File: config.mk
export PLATFORM = sky130hd
export DESIGN_NAME = friis_cascade_noise_figure_flat
export DESIGN_NICKNAME = d
export VERILOG_FILES = /design/src/hdl/fcnf_pkg.sv /design/src/hdl/fcnf_if.sv /design/src/hdl/fcnf_mul.sv /design/src/hdl/friis_cascade_noise_figure.sv /design/src/flat_wrapper.sv
export SDC_FILE = /design/constraint.sdc
export NUM_CORES = 2
export LEC_CHECK = 0
export BUFFER_PORTS_ARGS = -buffer_cell sky130_fd_sc_hd__buf_2
export CAP_MARGIN = 20
export CORE_MARGIN = 5
export CORE_UTILIZATION = 55
export DETAILED_ROUTE_END_ITERATION = 8
export PLACE_DENSITY = 0.8
export SETUP_SLACK_MARGIN = 0.1
export SLEW_MARGIN = 0
export SYNTH_ARGS = -nofsm -noshare
export SYNTH_HDL_FRONTEND = slang
export SYNTH_HIERARCHICAL = 1
export SYNTH_SLANG_ARGS = --single-unit
File: constraint.sdc
create_clock -name clk -period 10 [get_ports clk]
set_input_delay 0.5 -clock clk [delete_from_list [all_inputs] [get_ports clk]]
set_output_delay 0.5 -clock clk [all_outputs]
set_load 0.05 [all_outputs]
File: src/hdl/fcnf_pkg.sv
// Shared constants, widths and the reciprocal table for the cascade noise figure block.
package fcnf_pkg;

	// Field widths of the stage and result items
	localparam int NF_W   = 16;
	localparam int GAIN_W = 24;
	localparam int X_W    = 25;

	// Shared multiplier operand and product widths
	localparam int MUL_A_W = 32;
	localparam int MUL_B_W = 32;
	localparam int MUL_P_W = MUL_A_W + MUL_B_W;

	// log2(10)/10 in Q30, ln2 in Q30, 10*log10(2) in Q20
	localparam logic [28:0] K_LOG2_10_DIV10 = 29'd356689313;
	localparam logic [29:0] K_LN2           = 30'd744261118;
	localparam logic [21:0] K_DB_PER_LOG2   = 22'd3156528;
	localparam logic [30:0] Q30_ONE         = 31'd1073741824;

	// Taylor series length, log2 fraction bits, reciprocal scale
	localparam logic [3:0] SERIES_TERMS = 4'd13;
	localparam logic [4:0] SQUARE_LAST  = 5'd29;
	localparam int         RECIP_SHIFT  = 31;

	// Stage item
	typedef struct packed {
		logic signed [NF_W-1:0]   stage_nf;
		logic signed [NF_W-1:0]   stage_gain;
		logic                     last_stage;
	} stage_t;

	// ceil(2^31 / n): (a * r) >> 31 equals floor(a / n) for every series term, n from 2 to 13
	function automatic logic [30:0] recip_of(input logic [3:0] n);
		logic [30:0] r;
		unique case (n)
			4'd2:    r = 31'd1073741824;
			4'd3:    r = 31'd715827883;
			4'd4:    r = 31'd536870912;
			4'd5:    r = 31'd429496730;
			4'd6:    r = 31'd357913942;
			4'd7:    r = 31'd306783379;
			4'd8:    r = 31'd268435456;
			4'd9:    r = 31'd238609295;
			4'd10:   r = 31'd214748365;
			4'd11:   r = 31'd195225787;
			4'd12:   r = 31'd178956971;
			4'd13:   r = 31'd165191050;
			default: r = 31'd0;
		endcase
		return r;
	endfunction

endpackage

File: src/hdl/fcnf_if.sv
// Valid/ready channels for stage items in and cascade results out.
interface fcnf_stage_if;
	logic               valid;
	logic               ready;
	logic signed [15:0] stage_nf;
	logic signed [15:0] stage_gain;
	logic               last_stage;

	modport source (output valid, stage_nf, stage_gain, last_stage, input ready);
	modport sink   (input valid, stage_nf, stage_gain, last_stage, output ready);
endinterface

interface fcnf_result_if;
	logic               valid;
	logic               ready;
	logic signed [15:0] cascade_nf;
	logic signed [23:0] gain_sum;
	logic               saturated;

	modport source (output valid, cascade_nf, gain_sum, saturated, input ready);
	modport sink   (input valid, cascade_nf, gain_sum, saturated, output ready);
endinterface

File: src/hdl/fcnf_mul.sv
// Shared signed multiplier with a registered product.
module fcnf_mul
	import fcnf_pkg::*;
(
	input  logic                      clk,
	input  logic signed [MUL_A_W-1:0] a,
	input  logic signed [MUL_B_W-1:0] b,
	output logic signed [MUL_P_W-1:0] p
);

	// Register the product every cycle
	always_ff @(posedge clk) begin
		p <= a * b;
	end

endmodule

File: src/hdl/friis_cascade_noise_figure.sv
// Top level: Friis cascaded noise figure over a stream of receiver stages.
//
// Each stage item is worked through one shared 32x32 multiplier under a small
// sequencer, and the block is not ready while an item is in progress or a
// result waits. One power-of-ten evaluation runs the exponent split, ln2
// scaling and a 13-term series whose first term is taken directly, the rest
// with a reciprocal-multiply divide. The first stage of a cascade needs one
// evaluation, each later stage a second one for the "minus one" term; the next
// item is taken once the block is back in idle. A last stage with a nonzero
// sum adds the log10: a leading-one search of one bit per cycle, repeated
// squaring for the fraction bits, then the dB scaling and rounding, after which
// the result is held until taken and the accumulators then return to their
// cleared state. The multiplier gives one product per cycle.
module friis_cascade_noise_figure
	import fcnf_pkg::*;
#(
	parameter int DB_FRAC_BITS = 8,
	parameter int FACTOR_WIDTH = 48
) (
	input  logic          clk,
	input  logic          arst_n,
	fcnf_stage_if.sink    stage,
	fcnf_result_if.source result
);

	localparam int FF  = FACTOR_WIDTH / 2;
	localparam int Q   = DB_FRAC_BITS + 30;
	localparam int PW  = $clog2(FACTOR_WIDTH);
	localparam int SHW = FACTOR_WIDTH + 32;
	localparam logic [FACTOR_WIDTH-1:0] FMAX = {FACTOR_WIDTH{1'b1}};
	localparam logic signed [MUL_P_W-1:0] NF_HALF = MUL_P_W'(1) <<< (49 - DB_FRAC_BITS);
	localparam logic signed [MUL_P_W-1:0] NF_MAXW = MUL_P_W'(32767);
	localparam logic signed [MUL_P_W-1:0] NF_MINW = -MUL_P_W'(32768);

	localparam logic [3:0] ST_IDLE = 4'd0;
	localparam logic [3:0] ST_PY   = 4'd1;
	localparam logic [3:0] ST_PT   = 4'd2;
	localparam logic [3:0] ST_PS0  = 4'd3;
	localparam logic [3:0] ST_SA   = 4'd4;
	localparam logic [3:0] ST_SB   = 4'd5;
	localparam logic [3:0] ST_SH   = 4'd6;
	localparam logic [3:0] ST_FIN  = 4'd7;
	localparam logic [3:0] ST_NRM  = 4'd8;
	localparam logic [3:0] ST_SQ   = 4'd9;
	localparam logic [3:0] ST_LG   = 4'd10;
	localparam logic [3:0] ST_RD   = 4'd11;
	localparam logic [3:0] ST_OUT  = 4'd12;
	localparam logic [3:0] ST_LH   = 4'd13;

	logic [3:0]               st_q;
	logic [FACTOR_WIDTH-1:0]  sum_q;
	logic signed [GAIN_W-1:0] gsum_q;
	logic                     first_q;
	logic                     ovf_q;
	logic                     sub_q;
	logic signed [X_W-1:0]    x_q;
	logic signed [NF_W-1:0]   g_q;
	logic                     last_q;
	logic signed [23:0]       e_q;
	logic [29:0]              t_q;
	logic [31:0]              m_q;
	logic [3:0]               n_q;
	logic [PW-1:0]            p_q;
	logic [4:0]               i_q;
	logic [29:0]              frac_q;
	logic signed [MUL_P_W-1:0] lo_q;
	logic signed [NF_W-1:0]   onf_q;
	logic                     osat_q;

	logic signed [MUL_A_W-1:0] mul_a;
	logic signed [MUL_B_W-1:0] mul_b;
	logic signed [MUL_P_W-1:0] prod;

	logic [29:0]              t_nx;
	logic [29:0]              adiv;
	logic [30:0]              term_nx;
	logic [30:0]              top31;
	logic [31:0]              mm;
	logic [30:0]              mnx;
	logic signed [7:0]        pd;
	logic signed [24:0]       s_w;
	logic signed [24:0]       ns_w;
	logic [SHW-1:0]           shl;
	logic [FACTOR_WIDTH-1:0]  pwr;
	logic                     pwr_ovf;
	logic [FACTOR_WIDTH:0]    add_w;
	logic signed [X_W-1:0]    gs_w;
	logic signed [MUL_P_W-1:0] rr;

	fcnf_mul u_mul (
		.clk (clk),
		.a   (mul_a),
		.b   (mul_b),
		.p   (prod)
	);

	// Slice the registered product for each step
	assign t_nx    = prod[59:30];
	assign adiv    = prod[59:30];
	assign term_nx = prod[RECIP_SHIFT+30:RECIP_SHIFT];
	assign top31   = sum_q[FACTOR_WIDTH-1 -: 31];
	assign mm      = prod[61:30];
	assign mnx     = mm[31] ? mm[31:1] : mm[30:0];
	assign pd      = $signed(8'(p_q)) - $signed(8'(FF));
	assign rr      = ((prod <<< 30) + lo_q + NF_HALF) >>> (50 - DB_FRAC_BITS);

	// Select multiplier operands by step
	always_comb begin
		mul_a = '0;
		mul_b = '0;
		unique case (st_q)
			ST_PY: begin
				mul_a = {{(MUL_A_W-X_W){x_q[X_W-1]}}, x_q};
				mul_b = {3'd0, K_LOG2_10_DIV10};
			end
			ST_PT: begin
				mul_a = {2'd0, prod[Q-1:DB_FRAC_BITS]};
				mul_b = {2'd0, K_LN2};
			end
			ST_PS0: begin
				mul_a = {2'd0, t_nx};
				mul_b = {2'd0, t_nx};
			end
			ST_SA: begin
				mul_a = {2'd0, adiv};
				mul_b = {1'b0, recip_of(n_q)};
			end
			ST_SB: begin
				mul_a = {1'b0, term_nx};
				mul_b = {2'd0, t_q};
			end
			ST_NRM: begin
				mul_a = {1'b0, top31};
				mul_b = {1'b0, top31};
			end
			ST_SQ: begin
				mul_a = {1'b0, mnx};
				mul_b = {1'b0, mnx};
			end
			ST_LG: begin
				mul_a = {2'd0, frac_q};
				mul_b = {10'd0, K_DB_PER_LOG2};
			end
			ST_LH: begin
				mul_a = {{(MUL_A_W-8){pd[7]}}, pd};
				mul_b = {10'd0, K_DB_PER_LOG2};
			end
			default: begin
				mul_a = '0;
				mul_b = '0;
			end
		endcase
	end

	// Scale the series mantissa by the binary exponent, saturating on overflow
	always_comb begin
		s_w     = $signed({e_q[23], e_q}) + $signed(25'(FF - 30));
		ns_w    = -s_w;
		shl     = SHW'(m_q) << s_w[PW-1:0];
		pwr     = '0;
		pwr_ovf = 1'b0;
		if (!s_w[24]) begin
			if (s_w >= $signed(25'(FACTOR_WIDTH)) || (|shl[SHW-1:FACTOR_WIDTH])) begin
				pwr     = FMAX;
				pwr_ovf = 1'b1;
			end else begin
				pwr = shl[FACTOR_WIDTH-1:0];
			end
		end else if (ns_w <= 25'sd31) begin
			pwr = FACTOR_WIDTH'(m_q >> ns_w[4:0]);
		end
		add_w = {1'b0, sum_q} + {1'b0, pwr};
		gs_w  = $signed({gsum_q[GAIN_W-1], gsum_q}) +
			$signed({{(X_W-NF_W){g_q[NF_W-1]}}, g_q});
	end

	// Sequence one stage item through the shared multiplier
	always_ff @(posedge clk or negedge arst_n) begin
		if (!arst_n) begin
			st_q    <= ST_IDLE;
			sum_q   <= '0;
			gsum_q  <= '0;
			first_q <= 1'b1;
			ovf_q   <= 1'b0;
			sub_q   <= 1'b0;
		end else begin
			unique case (st_q)
				ST_IDLE: begin
					if (stage.valid) begin
						st_q  <= ST_PY;
						sub_q <= 1'b0;
					end
				end
				ST_PY:  st_q <= ST_PT;
				ST_PT:  st_q <= ST_PS0;
				ST_PS0: st_q <= ST_SA;
				ST_SA:  st_q <= ST_SB;
				ST_SB:  st_q <= (n_q == SERIES_TERMS) ? ST_SH : ST_SA;
				ST_SH: begin
					if (!sub_q) begin
						// Add the stage term, saturating at the top
						ovf_q <= ovf_q | pwr_ovf | add_w[FACTOR_WIDTH];
						if (add_w[FACTOR_WIDTH]) begin
							sum_q <= FMAX;
						end else begin
							sum_q <= add_w[FACTOR_WIDTH-1:0];
						end
						if (!first_q) begin
							sub_q <= 1'b1;
							st_q  <= ST_PY;
						end else begin
							st_q <= ST_FIN;
						end
					end else begin
						// Remove the "minus one" term, flooring at zero
						ovf_q <= ovf_q | pwr_ovf | (pwr > sum_q);
						if (pwr > sum_q) begin
							sum_q <= '0;
						end else begin
							sum_q <= sum_q - pwr;
						end
						st_q <= ST_FIN;
					end
				end
				ST_FIN: begin
					first_q <= 1'b0;
					if (gs_w[X_W-1] != gs_w[X_W-2]) begin
						gsum_q <= gs_w[X_W-1] ? {1'b1, {(GAIN_W-1){1'b0}}}
							: {1'b0, {(GAIN_W-1){1'b1}}};
						ovf_q  <= 1'b1;
					end else begin
						gsum_q <= gs_w[GAIN_W-1:0];
					end
					st_q <= last_q ? ST_NRM : ST_IDLE;
				end
				ST_NRM: begin
					if (sum_q == '0) begin
						st_q <= ST_OUT;
					end else if (!sum_q[FACTOR_WIDTH-1]) begin
						sum_q <= sum_q << 1;
					end else begin
						st_q <= ST_SQ;
					end
				end
				ST_SQ:  st_q <= (i_q == SQUARE_LAST) ? ST_LG : ST_SQ;
				ST_LG:  st_q <= ST_LH;
				ST_LH:  st_q <= ST_RD;
				ST_RD:  st_q <= ST_OUT;
				ST_OUT: begin
					if (result.ready) begin
						sum_q   <= '0;
						gsum_q  <= '0;
						first_q <= 1'b1;
						ovf_q   <= 1'b0;
						st_q    <= ST_IDLE;
					end
				end
				default: st_q <= ST_IDLE;
			endcase
		end
	end

	// Hold item fields, series terms, log digits and the result
	always_ff @(posedge clk) begin
		if (st_q == ST_IDLE && stage.valid) begin
			x_q    <= $signed({{(X_W-NF_W){stage.stage_nf[NF_W-1]}},
				stage.stage_nf}) - $signed({gsum_q[GAIN_W-1], gsum_q});
			g_q    <= stage.stage_gain;
			last_q <= stage.last_stage;
		end
		if (st_q == ST_SH) begin
			x_q <= -$signed({gsum_q[GAIN_W-1], gsum_q});
		end
		if (st_q == ST_PT) begin
			e_q <= 24'(prod >>> Q);
		end
		// First series term equals t; continue the series from its second term
		if (st_q == ST_PS0) begin
			t_q <= t_nx;
			m_q <= {1'b0, Q30_ONE} + {2'd0, t_nx};
			n_q <= 4'd2;
		end
		if (st_q == ST_SB) begin
			m_q <= m_q + {1'b0, term_nx};
			n_q <= n_q + 4'd1;
		end
		if (st_q == ST_FIN) begin
			p_q <= PW'(FACTOR_WIDTH - 1);
		end
		if (st_q == ST_NRM) begin
			i_q    <= '0;
			frac_q <= '0;
			if (sum_q == '0) begin
				onf_q  <= {1'b1, {(NF_W-1){1'b0}}};
				osat_q <= 1'b1;
			end else if (!sum_q[FACTOR_WIDTH-1]) begin
				p_q <= p_q - PW'(1);
			end
		end
		if (st_q == ST_SQ) begin
			frac_q <= {frac_q[28:0], mm[31]};
			i_q    <= i_q + 5'd1;
		end
		// Hold the fraction part of the dB product
		if (st_q == ST_LH) begin
			lo_q <= prod;
		end
		if (st_q == ST_RD) begin
			if (rr > NF_MAXW) begin
				onf_q  <= 16'sd32767;
				osat_q <= 1'b1;
			end else if (rr < NF_MINW) begin
				onf_q  <= {1'b1, {(NF_W-1){1'b0}}};
				osat_q <= 1'b1;
			end else begin
				onf_q  <= rr[NF_W-1:0];
				osat_q <= ovf_q;
			end
		end
	end

	// Drive the channels
	assign stage.ready       = (st_q == ST_IDLE);
	assign result.valid      = (st_q == ST_OUT);
	assign result.cascade_nf = onf_q;
	assign result.gain_sum   = gsum_q;
	assign result.saturated  = osat_q;

endmodule

File: src/flat_wrapper.sv
// flat-port wrapper written by rule: the top's interface ports become plain ports
module friis_cascade_noise_figure_flat import fcnf_pkg::*;
#(
	parameter int DB_FRAC_BITS = 8,
	parameter int FACTOR_WIDTH = 48
)
  (clk, arst_n, stage_valid, stage_stage_nf, stage_stage_gain, stage_last_stage, stage_ready, result_valid, result_cascade_nf, result_gain_sum, result_saturated, result_ready);
  fcnf_stage_if stage_i ();
  fcnf_result_if result_i ();
  input  logic clk;
  input  logic arst_n;
  input wire logic [$bits(stage_i.valid)-1:0] stage_valid;
  input wire logic [$bits(stage_i.stage_nf)-1:0] stage_stage_nf;
  input wire logic [$bits(stage_i.stage_gain)-1:0] stage_stage_gain;
  input wire logic [$bits(stage_i.last_stage)-1:0] stage_last_stage;
  output wire logic [$bits(stage_i.ready)-1:0] stage_ready;
  output wire logic [$bits(result_i.valid)-1:0] result_valid;
  output wire logic [$bits(result_i.cascade_nf)-1:0] result_cascade_nf;
  output wire logic [$bits(result_i.gain_sum)-1:0] result_gain_sum;
  output wire logic [$bits(result_i.saturated)-1:0] result_saturated;
  input wire logic [$bits(result_i.ready)-1:0] result_ready;
  assign stage_i.valid = stage_valid;
  assign stage_i.stage_nf = stage_stage_nf;
  assign stage_i.stage_gain = stage_stage_gain;
  assign stage_i.last_stage = stage_last_stage;
  assign stage_ready = stage_i.ready;
  assign result_valid = result_i.valid;
  assign result_cascade_nf = result_i.cascade_nf;
  assign result_gain_sum = result_i.gain_sum;
  assign result_saturated = result_i.saturated;
  assign result_i.ready = result_ready;
  friis_cascade_noise_figure #(.DB_FRAC_BITS(DB_FRAC_BITS), .FACTOR_WIDTH(FACTOR_WIDTH)) u_core (.clk(clk), .arst_n(arst_n), .stage(stage_i), .result(result_i));
endmodule
==> summary.md <==
| Metric | Value |
|---|---|
| Worst Tran Pin Value | 1.211 ns |
| CTS clock-pin slew for the worst setup and hold paths | approximately 0.060 ns |
| Die span in y | roughly 370 um |
| Gr usage total | ~34% |
| Worst EP required | about 10 ns |
| Vias in the first global route | slightly above 60000 |
| Pre-CTS worst setup slack | about 0.16 ns |
| First-pass GRT wire length | between 300000 and 400000 um |
| Endpoints failing hold | 0 |
| Setup TNS | 0 ns |
| RD Place Congestion | roughly 1.0 |
| CP Capture Type | flip-flop |
| H-tree levels | 2 |
| Compound-Gate Fraction of Synth Area | 13.79% |
| Fmax | ~0.10 GHz |
| Mapped Area | approximately 70000 um2 |
| Core area | between 100000 and 150000 um2 |
| Post-synthesis simple-gate area fraction | about 17% |
| Post-synth EDFFs | ~220 |
| Top cells by count, synth | inv_1 (1305), fa_1 (1087), nand2_1 (878) |
| Final WL | approximately 230000 um |
| Die area | 134700 um2 |
| Synthesis Warnings | 6 |
| Die Width | between 300 and 400 um |
| Mux cell area share after synthesis | 3.248% |
| Initial antenna violation count | 13 |
| Maxcap violations | 0 |
| Register bit total from synthesis | between 300 and 400 |
| CTS tree | yes |
| Area delta synth->final | 7.301% |
| Post-synth top area cell | fa_1 |
| Relative slew slack | between 10% and 20% |
| Starting DRT DRC Count | 7269 |
| Drt pass-1 iters | 7 |
| Num ports | 80 |
| Ranking of synthesized cells by area | fa_1 (31%), edfxtp_1 (9.3%), ha_1 (7.9%), inv_1 (7.0%), and2_1 (4.9%) |
| Cells after DPL | between 9000 and 10000 |
| Vias/cell | 6.264 |
| Outcome | finished, final reports clean |
| Total global routing overflow | 0 |
| Finish-stage setup viols | 0 |
| Detail Route Antenna Nets | 0 |
| Slowest-stage cell, CP | fa_1 |
| # clock sinks | a little under 400 |
| Root Driver | clkbuf_16 |
| Via count | roughly 60000 |
| Final setup margin | between 0.4 and 0.5 ns |
| Post-synthesis xor/xnor area fraction | ~2.8% |
| Post-synth ARST share | between 20% and 30% |
| Clock Skews | between 0.05 and 0.06 ns |
| CP max FO | 31 |
| Cell Rows | around 130 |
| Final Cycle Share | approximately 96% |
| Num CTS Buffers | between 40 and 50 |
| Initial Utilization | between 50% and 60% |
| Fin nets | 9469 |
| Main synth FF type | edfxtp_1 |
| CP startpoint kind | flip-flop |
| Mapped Cells | 7958 |
| Syn Area/Cell | ~9 um2 |
| Worst skew pair latency | between 0.6 and 0.7 ns |
| Detail-routed net length per standard cell | roughly 24 um |
| Max incr delay on CP | ~0.57 ns |
| Crit-path most repeated cell | fa_1 |
| Critical path class | reg2reg |
| Synth Area in Adders | between 30% and 40% |
| Post-synthesis sequential area ratio | approximately 15% |
| HP Class | in2reg |
| Port bufs | 79 |
| Layout cells sized above 1 | approximately 7.5% |
| Detailed-route DRC error count | 0 |
| CP arrival | 10.05 ns |
| RSZ-0062 raised after global routing | false |
| Layout Cells excl Fill | a little under 10000 |
| Max Slew Vio Count | 0 |
| Netlist cell types | 108 |
| Hpwl dp | 183600 um |
| CTS max path bufs | 3 |
| R2r setup slk | 0.40 ns |
| Post-route minimum period | roughly 9.6 ns |
| Largest family of logic cells by synthesized area | adder cells |
| Synth top area share | between 30% and 40% |
| Most frequent cell after synthesis | inv_1 |
| Largest net degree at the start of global routing | 65 |
cell type report:
cell class                 count  area, um2
antenna                        3      7.507
multi-input combinational   5820      53310
clock inverter                37      483.0
inverter                    1310       4922
sequential                   389      10370
tap                         1662       2079
clock buffer                  47       1134
fill                       10830      51960
timing repair buffer         335       2929
sequential cells by signal (all words and copies together), names as in the netlist, 24 cells and up, named ones only:
signal / flops
u_core/t_q: 30
u_core/result.gain_sum: 24
u_core/lo_q: 34
u_core/e_q: 24
u_core/u_mul/p: 64
u_core/x_q: 25
u_core/m_q: 32
u_core/frac_q: 30
u_core/sum_q: 48
timing repair:
action	in CTS	in global routing
setup endpoints to repair	0	23
hold buffers	1	0
setup buffers	0	10
endpoints found under the hold margin	30	0
resized for setup	0	28
worst max-delay path, delay by kind of cell (launching register included):
kind / cells / cell delay [ns]
flip-flops: 1 / 0.39
buffers and inverters: 13 / 1.83
XOR/XNOR: 1 / 0.33
AND/OR/NAND/NOR: 5 / 1.02
adder cells (fa/ha/maj): 9 / 4.42
AO/OA/AOI/OAI: 7 / 1.44
cells by family after synthesis:
kind of cell | Yosys count
adder cells (fa/ha/maj) | 1532
AND/OR/NAND/NOR | 2425
flip-flops | 389
multiplexers | 161
other | 1
XOR/XNOR | 222
AO/OA/AOI/OAI | 1471
buffers and inverters | 1757
stage by stage:
step / instance area (um2) / hold WS [ns] / utilization [%]
2_1_floorplan: 70150 / 0.2044 / -
3_3_place_gp: 73360 / 0.3971 / 57.68
3_5_place_dp: 73360 / 0.4033 / 57.68
4_1_cts: 74990 / 0.03101 / 58.96
5_1_grt: 75220 / 0.03823 / 59.14
6_report: 75230 / 0.04467 / 59.15
per-layer routing:
| layer | track usage (%) | up-vias | wire (um) |
|---|---|---|---|
| li1 | - | 26000 | - |
| met1 | 46.79 | 29730 | 90050 |
| met2 | 53.11 | 3704 | 103800 |
| met3 | 8.342 | 712 | 29080 |
| met4 | 14.31 | 4 | 12030 |
| met5 | 0 | - | 27 |
final timing paths:
kind,from,to,cells after the start
worst min register to register,u_core/u_mul/p[62],u_core/lo_q[62],0
worst min-delay path,stage_stage_gain[12],u_core/g_q[12],1
worst max register to register,u_core/st_q[0],u_core/u_mul/p[41],35
min in group asynchronous,arst_n,u_core/sum_q[6],2
worst max-delay path,u_core/st_q[0],u_core/u_mul/p[41],35
max in group asynchronous,arst_n,u_core/st_q[3],3
placed cells by master (no fill, tap or decap), types with 147 or more instances in the layout:
master,count
a21oi_1,454
fa_1,1085
inv_1,1302
ha_1,444
buf_4,201
o21ai_0,261
and2_1,544
nand2_1,876
edfxtp_1,218
xnor2_1,147
nor2_1,382
Power is not shown: default switching activity piles up to over one toggle a cycle in this logic, so the estimate is an artifact.
